<file path="config.mk">
export PLATFORM = sky130hd
export DESIGN_NAME = lsgf_ram
export DESIGN_NICKNAME = d
export VERILOG_FILES = /design/src/sv/lsgf_ram.sv
export SDC_FILE = /design/constraint.sdc
export NUM_CORES = 1
export LEC_CHECK = 0
export ABC_AREA = 1
export BUFFER_PORTS_ARGS = -buffer_cell sky130_fd_sc_hd__buf_2
export CORE_AREA = 2 2 117 119
export DETAILED_ROUTE_END_ITERATION = 16
export DIE_AREA = 0 0 119 121
export GPL_TIMING_DRIVEN = 0
export PLACE_DENSITY = 0.73
export SLEW_MARGIN = 5
export SYNTH_ARGS = -nofsm -noshare
export SYNTH_HDL_FRONTEND = slang
export SYNTH_SLANG_ARGS = --single-unit
export TNS_END_PERCENT = 20
</file>
<file path="constraint.sdc">
create_clock -name clk_i -period 1.7 [get_ports clk_i]
set_input_delay 0.34 -clock clk_i [delete_from_list [all_inputs] [get_ports clk_i]]
set_output_delay 0.34 -clock clk_i [all_outputs]
set_load 0.02 [all_outputs]
</file>
<file path="src/sv/lsgf_ram.sv">
// lsgf_ram: generic single-write, single-read memory with registered read data
// no dependencies
`default_nettype none

module lsgf_ram #(
  parameter int WIDTH = 8,
  parameter int DEPTH = 16
) (
  input  wire logic                     clk_i,
  input  wire logic                     we_i,
  input  wire logic [$clog2(DEPTH)-1:0] waddr_i,
  input  wire logic [WIDTH-1:0]         wdata_i,
  input  wire logic                     re_i,
  input  wire logic [$clog2(DEPTH)-1:0] raddr_i,
  output logic      [WIDTH-1:0]         rdata_o
);

  logic [WIDTH-1:0] mem_q [DEPTH];

  // write port
  always_ff @(posedge clk_i) begin
    if (we_i) begin
      mem_q[waddr_i] <= wdata_i;
    end
  end

  // registered read port
  always_ff @(posedge clk_i) begin
    if (re_i) begin
      rdata_o <= mem_q[raddr_i];
    end
  end

endmodule

`default_nettype wire

</file>
======== Word-level counts from Yosys, hierarchy flattened ========
Memory sizes are Yosys's and may differ from the RTL's. A register that Yosys moved wholly into a read port is not among the register bits.
Cells that the tools add are included.
cells by class
  multiplexer cells ....................... 2
operator list
  kind              count
  2-to-1 mux 1 bit  2
word-level totals
  output and inout bits ................... 8
  bits in writable memories ............... 128
  register bits after elaboration ......... 0
  input bits .............................. 19
  word-level logic and storage cells ...... 3
  memories ................................ 1
memories
  memory  words  bits a word  rd ports  clocked after Yosys merged registers in  write ports  RTL line  RTL
  mem_q   16     8            1         1                                        1            18        logic [WIDTH-1:0] mem_q [DEPTH];

======== Logic depth before layout (Yosys ltp) ========
Gate-level depths: netlist of the first run.
  depth in word-level cells ............... 2
  mapped depth ............................ 8
  gate-level depth less buffers ........... 7

======== Worst setup path after synthesis of the first run ========
OpenSTA, ideal clock, no wires.
  kind .................................... input-to-reg
  start ................................... input port waddr_i[2]
  end ..................................... memory mem_q[10][0], enable pin
  path slack .............................. 0.409 ns
  library setup time ...................... 0.370 ns
  cell stages on the path ................. 2
  required time ........................... 1.330 ns
  path buffers ............................ 0
  arrival time ............................ 0.921 ns
  path through ............................ nand3b_1 -> nor2_1
RTL lines
  what         RTL line  RTL
  from (decl)  11        input wire logic [$clog2(DEPTH)-1:0] waddr_i,
  to (decl)    18
Straight into the memory's write port.

======== Final worst setup path of the first run ========
  start ................................... input port waddr_i[3]
  end ..................................... memory mem_q[6][1], enable pin
Straight into the memory's write port.

==> results of run 1 <==
flip-flops by register name, indices dropped and copies added, names as in the netlist:
signal,cells
rdata_o,8
mem_q,128
cells in the final DEF (no fill, tap or decap), types with 3 or more instances in the layout:
cell type,netlist,layout
buf_6,6,6
nand3_1,97,97
clkinvlp_4,0,3
edfxtp_1,136,136
buf_4,4,4
clkbuf_16,0,17
clkinv_2,0,6
inv_1,100,100
nor2_1,17,17
nand2_1,173,173
buf_2,13,36
kinds of logic after synthesis:
group	Yosys count	share of synthesized area, %
buffers and inverters	126	9.39
flip-flops	136	69.8
AND/OR/NAND/NOR	289	20.8
cell usage after synthesis, drive strengths merged:
cell type  count  share of area [%]
nand3         97                8.3
nor2          17                1.1
edfxtp       136                 70
nand2        173                 11
buf           24                2.8
nand3b         2               0.26
inv          102                6.5
worst max-delay path, stage by stage:
cell and delay [ps]:
buf_2 120, nand3b_1 240, nor2_1 740
through the flow:
step / hold WS, ps / setup TNS [ps]
2_1_floorplan: 439 / 0
3_3_place_gp: 667 / -3250
3_5_place_dp: 674 / -4170
4_1_cts: 237 / 0
5_1_grt: 254 / 0
6_report: 239 / 0
worst min-delay path by stage:
stage / startpoint / endpoint / slack, ps
6_report: re_i / rdata_o[4]$_DFFE_PP_ / 240
5_1_grt: re_i / rdata_o[4]$_DFFE_PP_ / 250
4_1_cts: re_i / rdata_o[4]$_DFFE_PP_ / 240
3_5_place_dp: re_i / rdata_o[1]$_DFFE_PP_ / 670
3_3_place_gp: re_i / rdata_o[3]$_DFFE_PP_ / 670
2_1_floorplan: wdata_i[0] / mem_q[0][0]$_DFFE_PP_ / 440
power by group through the flow:
| stage | clock network (W) | registers (W) | logic [W] |
|---|---|---|---|
| global placement | 0 | 0.00386 | 0.000480 |
| CTS | 0.00350 | 0.00380 | 0.000496 |
| finish | 0.00349 | 0.00380 | 0.000501 |
| floorplan | 0 | 0.00389 | 0.000265 |
| global route | 0.00367 | 0.00380 | 0.000547 |
| detailed placement | 0 | 0.00387 | 0.000491 |
layout make-up:
cell class / instances / area, sq um / area share, %
clock inverter: 14 / 134 / 1.98
multi-input combinational: 289 / 1210 / 18.0
sequential: 136 / 4080 / 60.5
timing repair buffer: 23 / 115 / 1.71
tap: 176 / 220 / 3.26
inverter: 102 / 383 / 5.68
buffer: 24 / 166 / 2.47
clock buffer: 18 / 429 / 6.36
routing by layer:
layer	GRT usage [%]	vias up	part of all wire [%]
met2	33.3	214	47
met4	8.26	0	2.3
met3	5.31	32	9.1
met1	27.6	1821	42
met5	0	-	0
li1	-	1865	-
==> results.ini, run 1 <==
[status]
status=complete, no violations

[critical_path]
required_ps=1740
crit_type=primary input to register
r2r_end=rdata_o[1]$_DFFE_PP_
start_kind=primary input
crit_path_end=mem_q[6][1]$_DFFE_PP_
crit_path_max_fanout=8
reg2reg_from=mem_q[5][1]$_DFFE_PP_
regToRegSetupSlack_ps=510
endpoint_kind=register
rr_worst_depth=6
startpoint=waddr_i[3]
cp.arrival_ps=1450

[timing]
max_freq_mhz=713
fin_skew_ps=5.34
rsz0062_at_grt=false
setup_ws_ps=297
hold_viol=0
worst_pin_slew_ps=920
finalMaxSlewViolations=0
finalCriticalPeriod_ps=1400
setup_viol=0
min_period_over_period_pct=82.5
maxSlewHeadroom_pct=38.4

[routing]
via_per_inst=5.03
drc=0
drt-initial-drc-count=461
ant_nets=0
num_vias=3932
dr.pass1.iters=5
wl_microns=13900
wl_per_cell_microns=17.8

[clocking]
clk_path_buf_depth=2
cts_setup_buffers=0
post_cts_resized=0
cts.clk_slew.worst_paths_ps=60
ctsHoldBuffers=0
h-tree-depth=4
cts_sinks=136
clk_latency_ps=420
root_buffer=clkbuf_16
cts_made_buffers=17
cts_tree=built

[pwr]
clockPowerShare_pct=44.8
leakage_nw=2.90
p_seq_share_pct=48.7
switchingPower_w=0.00174
sw_frac_of_total_pct=22.3
irDropWorstVdd_mv=0.695
p_int_w=0.00605
pwr-share-comb_pct=6.4
pwr_density_cell_nw_per_um2=1150
p_total_w=0.00779

[synth]
syn_nets=570
synth_seq_area_share_pct=69.8
synth_cell_types=11
syn_avg_cell_area_sq_um=10.6
syn_inst=551
synthesis.yosys.warnings=0
ys_ff_latch=136
netlist_area_sq_um=5850

[final_layout]
antenna_cells=0
n_fill_cell=1097
final_core_util_pct=51.5
fin_area_sq_um=6750
finalNonFillerCells=782
fin_nets=612
drive_above_1_share_pct=12.9
area_growth_pct=15.4

[grt]
overflow=0
grt_use_total_pct=20.9
antenna_found_initial=0
grt_pass1_vias=3921
grt_pass1_wl_microns=21800
grt_max_degree=17

[place]
dp_slack_ps=-109
io_buffers=23
gp_congestion=0.927
place_area_sq_um=6180
dp_hpwl_microns=9050
dp.cells=750

[floorplanning]
pin_count=27
dieArea_sq_um=14400
rows=42
design.core.area_sq_um=13100
die_w_microns=119
die_h_microns=121
start_util_pct=44.7

[hold_path]
hold_class=primary input to register
hold_path_depth=1

[job]
drv_cap=0

Note: power is estimated with default switching activity, not from simulation.
==> inputs of run 2 (changes only) <==
- ABC_AREA: 1 -> 0
- CORE_AREA: 2 2 117 119 -> 2 2 111 113
- DIE_AREA: 0 0 119 121 -> 0 0 113 115
- PLACE_DENSITY: 0.73 -> 0.75
- clock period: 1.7 -> 1.2 ns (I/O delays scaled with it)
==> run 2 against run 1 <==
Compared with the run above: the flow now finishes with violations (DRC, setup timing); clock skew is essentially flat; routed wire length down 30%; cell area decreased by 7.2%; power increased by 49%; utilization rose by 1.5 points; sequential share of layout area up 4.7 points; largest power group is now the clock network.
==> results.ini, run 2 <==
[routing]
drc=3
dr.pass1.iters=11
ant_nets=0
via_per_inst=5.54
wl_per_cell_microns=22.6
drt-initial-drc-count=192
num_vias=2400
wl_microns=9780

[timing]
hold_viol=0
fin_tns_setup_ps=-1910
finalCriticalPeriod_ps=1500
maxSlewHeadroom_pct=49.7
setup_ws_ps=-296
whs_ps=163
max_freq_mhz=669
worst_pin_slew_ps=751
min_period_over_period_pct=125
fin_skew_ps=5.11
finalMaxSlewViolations=0
rsz0062_at_grt=true
setup_viol=8

[place]
io_buffers=25
gp_congestion=0.771
dp.cells=401
dp_hpwl_microns=6060
dp_slack_ps=-818

[synth]
netlist_area_sq_um=5230
synth.most_common_cell=edfxtp_1
ys_ff_latch=136
yosys-top-cells-area=edfxtp_1 78%, mux4_2 7.8%, mux4_1 7.0%
syn_inst=229
synth_cell_types=18
syn_avg_cell_area_sq_um=22.8
synth_top_cell_area_share_pct=78.1
synth_common_cells=136 x edfxtp_1, 18 x mux4_2, 16 x a22oi_1
syn_nets=248
yosys.area.top_type=edfxtp_1
ys.flop_type=edfxtp_1
async_flop_share_pct=0
synth_edf_count=136
synth_seq_area_share_pct=78.1
synthesis.yosys.warnings=0

[grt]
antenna_found_initial=0
grt_pass1_wl_microns=15200
grt_use_total_pct=16.6
overflow=0
grt_max_degree=17
grt_pass1_vias=2588

[clocking]
cts.clk_slew.worst_paths_ps=60
clk_latency_ps=420
h-tree-depth=4
cts_made_buffers=17
cts_sinks=136
ctsHoldBuffers=0
cts_tree=built
clk_path_buf_depth=2
root_buffer=clkbuf_16
cts_setup_buffers=0

[status]
status=finished, violations left
violations=DRC, setup timing

[critical_path]
crit_path_max_fanout=1
crit_type=register to register
path_cells=mux4_2 -> a22oi_2 -> nand2_1
required_ps=1350
cp.arrival_ps=1650
start_kind=register
endpoint_kind=register
slowest_delay_ps=500
cpMaxStageDelayCell=mux4_2

[final_layout]
multi_input_comb_area_sq_um=1100
regMostFlops=mem_q
layout.area.seq_sq_um=4080
largest_register_ffs=128
final_core_util_pct=53.0
n_fill_cell=890
layout_commonest_cell=edfxtp_1
finalNonFillerCells=433
mostFrequentLayoutCells=136 x edfxtp_1, 32 x mux4_2, 28 x buf_2, 17 x clkbuf_16, 13 x a22oi_1
fin_nets=292
drive_above_1_share_pct=41.3
reg_top3=mem_q x128, rdata_o x8
antenna_cells=0
area_growth_pct=19.8

[floorplanning]
die_w_microns=113
pin_count=27
design.core.area_sq_um=11800
die_h_microns=115
start_util_pct=44.3
rows=40
dieArea_sq_um=13000

[job]
drv_cap=0

[pwr]
pwr_density_cell_nw_per_um2=1860
leakage_nw=2.03
irDropWorstVdd_mv=1.26

[hold_path]
hold_class=primary input to register

==> run 2: logic make-up (layout without fill, tap and decap cells) <==
family | after synthesis | count (layout) | share of synthesized area [%]
DFF | 136 | 136 | 78.1
and+or+nand+nor | 35 | 35 | 3.14
muxes | 32 | 32 | 14.8
AOI/OAI and AO/OA | 16 | 16 | 2.30
buffers and inverters | 10 | 67 | 1.65
==> run 2: what timing repair did <==
item / CTS / global route
endpoints found under the setup margin: 80 / 70
pin swaps: 4 / 1
resized for setup: 11 / 7
==> run 2: cell type report <==
class,instances,area share (%)
Sequential cell,136,65.2
Clock buffer,18,6.85
Buffer,10,1.92
Tap cell,147,2.94
Clock inverter,14,3.56
Multi-Input combinational cell,83,17.5
Timing Repair Buffer,25,2.00
==> run 2: power breakdown <==
| part | switching (W) | total (W) | internal (W) |
|---|---|---|---|
| clock network | 0.00197 | 0.00567 | 0.00370 |
| logic | 0.000342 | 0.000574 | 0.000232 |
| registers | 0.0000238 | 0.00538 | 0.00535 |
==> run 2: metal layers <==
layer / wire, microns / GRT usage, %
met5: 0 / 0
met4: 244 / 7.24
met3: 648 / 5.01
met2: 4780 / 25.1
met1: 4110 / 22.6
==> run 2: critical path: cells and delay by family (launching register included) <==
family	cells	cell delay (ps)
flip-flops	1	370
multiplexers	1	500
AO/OA/AOI/OAI	1	250
AND/OR/NAND/NOR	1	120
==> run 2: per-stage QoR <==
step                      power [W]  instance area (sq um)
after floorplan             0.00580                   5240
after global placement      0.00601                   5550
after detailed placement    0.00603                   5550
after CTS                    0.0117                   6230
after global routing         0.0119                   6260
final                        0.0116                   6260
==> run 2: final timing paths <==
kind	start	end	slack, ps	cells past startpoint
max	mem_q[3][7]$_DFFE_PP_	rdata_o[7]$_DFFE_PP_	-300	3
min	re_i	rdata_o[5]$_DFFE_PP_	160	1
max reg2reg	mem_q[3][7]$_DFFE_PP_	rdata_o[7]$_DFFE_PP_	-300	3
min reg2reg	mem_q[11][3]$_DFFE_PP_	rdata_o[3]$_DFFE_PP_	770	3
==> inputs of run 3 (changes only) <==
- PLACE_DENSITY: 0.75 -> 0.73
- clock period: 1.2 -> 1.62 ns (I/O delays scaled with it)
==> run 3 against run 2 <==
Compared with the run above: the run ends with DRC left; critical path type is now primary input to register; routed wire length is 0.98% higher; highest routed layer unchanged; clock power is 34% lower; clock skew hardly changed; critical path depth stayed put; largest power group is now sequential cells; register-to-register slack better by 380 ps; critical endpoint is now mem_q[3][5]$_DFFE_PP_.
==> results.ini, run 3 (synthesis results as in run 2) <==
[timing]
setup_viol=0
maxSlewHeadroom_pct=47.2
finalCriticalPeriod_ps=1560
finalMaxSlewViolations=0
rsz0062_at_grt=false
fin_skew_ps=5.27
fin_tns_setup_ps=0
max_freq_mhz=643
worst_pin_slew_ps=789
min_period_over_period_pct=96.1
hold_viol=0

[hold_path]
hold_class=primary input to register

[critical_path]
required_ps=1660
cp_top_family=simple AND/OR/NAND/NOR gates
start_kind=primary input
path_buf_inv=1
slowest_delay_ps=600
crit_type=primary input to register
path_cells=buf_2 -> or3b_2 -> nor2_1
cpMaxStageDelayCell=nor2_1
cp.arrival_ps=1600
regToRegSetupSlack_ps=80
endpoint_kind=register
crit_path_max_fanout=8

[pwr]
clockPowerShare_pct=46.0
sw_frac_of_total_pct=19.8
p_seq_share_pct=49.1
switchingPower_w=0.00161
pwr_density_cell_nw_per_um2=1320
leakage_nw=2.03
pwr-share-comb_pct=4.9
p_int_w=0.00650
irDropWorstVdd_mv=0.632

[status]
status=finished, violations left
violations=DRC

[floorplanning]
dieArea_sq_um=13000
start_util_pct=44.3
die_w_microns=113
design.core.area_sq_um=11800
rows=40
pin_count=27
die_h_microns=115

[final_layout]
fin_nets=292
antenna_cells=0
drive_above_1_share_pct=30.2
reg_top3=mem_q x128, rdata_o x8
layout_commonest_cell=edfxtp_1
regMostFlops=mem_q
mostFrequentLayoutCells=136 x edfxtp_1, 28 x buf_2, 18 x mux4_2, 17 x clkbuf_16, 15 x a22oi_1
fin_area_sq_um=6130
largest_register_ffs=128
area_growth_pct=17.4
n_fill_cell=898

[routing]
wl_per_cell_microns=22.9
drc=3
dr.pass1.iters=13
wl_microns=9870
ant_nets=0
via_per_inst=5.68
num_vias=2452
drt-initial-drc-count=243

[clocking]
clk_path_buf_depth=2
cts_made_buffers=17
cts_setup_buffers=0
cts_tree=built
cts.clk_slew.worst_paths_ps=50
h-tree-depth=4
root_buffer=clkbuf_16
cts_sinks=136
clk_latency_ps=410

[grt]
busiest_layer=met2
overflow=0
met2_usage_pct=25.1
antenna_found_initial=0
grt_use_total_pct=16.3
met3_usage_pct=4.59
grt_pass1_wl_microns=14800
met1_usage_pct=22.8
grt_max_degree=17
grt_pass1_vias=2450

[place]
gp_congestion=0.767
place_area_sq_um=5540
dp_hpwl_microns=6010
io_buffers=25

[job]
drv_cap=0

## run 3: worst register-to-register path: stages, from the launching register on
cell and delay (ps):
edfxtp_1 380, mux4_1 510, a22oi_2 280, nand2_1 120
## run 3: timing repair
action,in CTS,in global routing
pin swaps,0,0
hold buffers,0,0
endpoints found under the setup margin,17,18
gates resized for setup,3,3
## run 3: area by class of cell
cell class | instances | area, sq um | share of cell area, %
Sequential cell | 136 | 4080 | 66.6
Multi-Input combinational cell | 83 | 1090 | 17.7
Clock buffer | 20 | 437 | 7.12
Tap cell | 147 | 184 | 3.00
Clock inverter | 11 | 131 | 2.14
Timing Repair Buffer | 25 | 125 | 2.04
Buffer | 10 | 86.3 | 1.41
## run 3: per-stage QoR
| stage | hold WS, ps | instances | total power, W | worst slack (ps) | utilization (%) |
|---|---|---|---|---|---|
| after floorplan | 423 | 229 | 0.00428 | 13.6 | - |
| after global placement | 653 | 401 | 0.00443 | -455 | 46.9 |
| after detailed placement | 675 | 401 | 0.00445 | -457 | 46.9 |
| after CTS | 251 | 432 | 0.00814 | 35.3 | 51.8 |
| after global routing | 254 | 432 | 0.00833 | 6.76 | 51.9 |
| final | 253 | 432 | 0.00811 | 63.6 | 51.9 |
## run 3: final timing paths
check / start / to / depth (start not counted)
worst min-delay path: re_i / rdata_o[6]$_DFFE_PP_ / 1
worst max register to register: mem_q[0][0]$_DFFE_PP_ / rdata_o[0]$_DFFE_PP_ / 3
worst max-delay path: waddr_i[2] / mem_q[3][5]$_DFFE_PP_ / 3
worst min register to register: mem_q[8][1]$_DFFE_PP_ / rdata_o[1]$_DFFE_PP_ / 3
## run 3: power groups by stage
| stage | Combinational (W) | Clock [W] | Sequential [W] |
|---|---|---|---|
| 3_3_place_gp | 0.000379 | 0 | 0.00405 |
| 6_report | 0.000396 | 0.00373 | 0.00398 |
| 5_1_grt | 0.000424 | 0.00391 | 0.00399 |
| 2_1_floorplan | 0.000200 | 0 | 0.00407 |
| 4_1_cts | 0.000396 | 0.00376 | 0.00399 |
| 3_5_place_dp | 0.000390 | 0 | 0.00406 |
## run 3: layer usage
metal  up-vias  part of all wire [%]
met5         -                     0
met4         0                   1.3
met3        14                   7.4
met2       107                    49
met1      1261                    43
li1       1070                     -
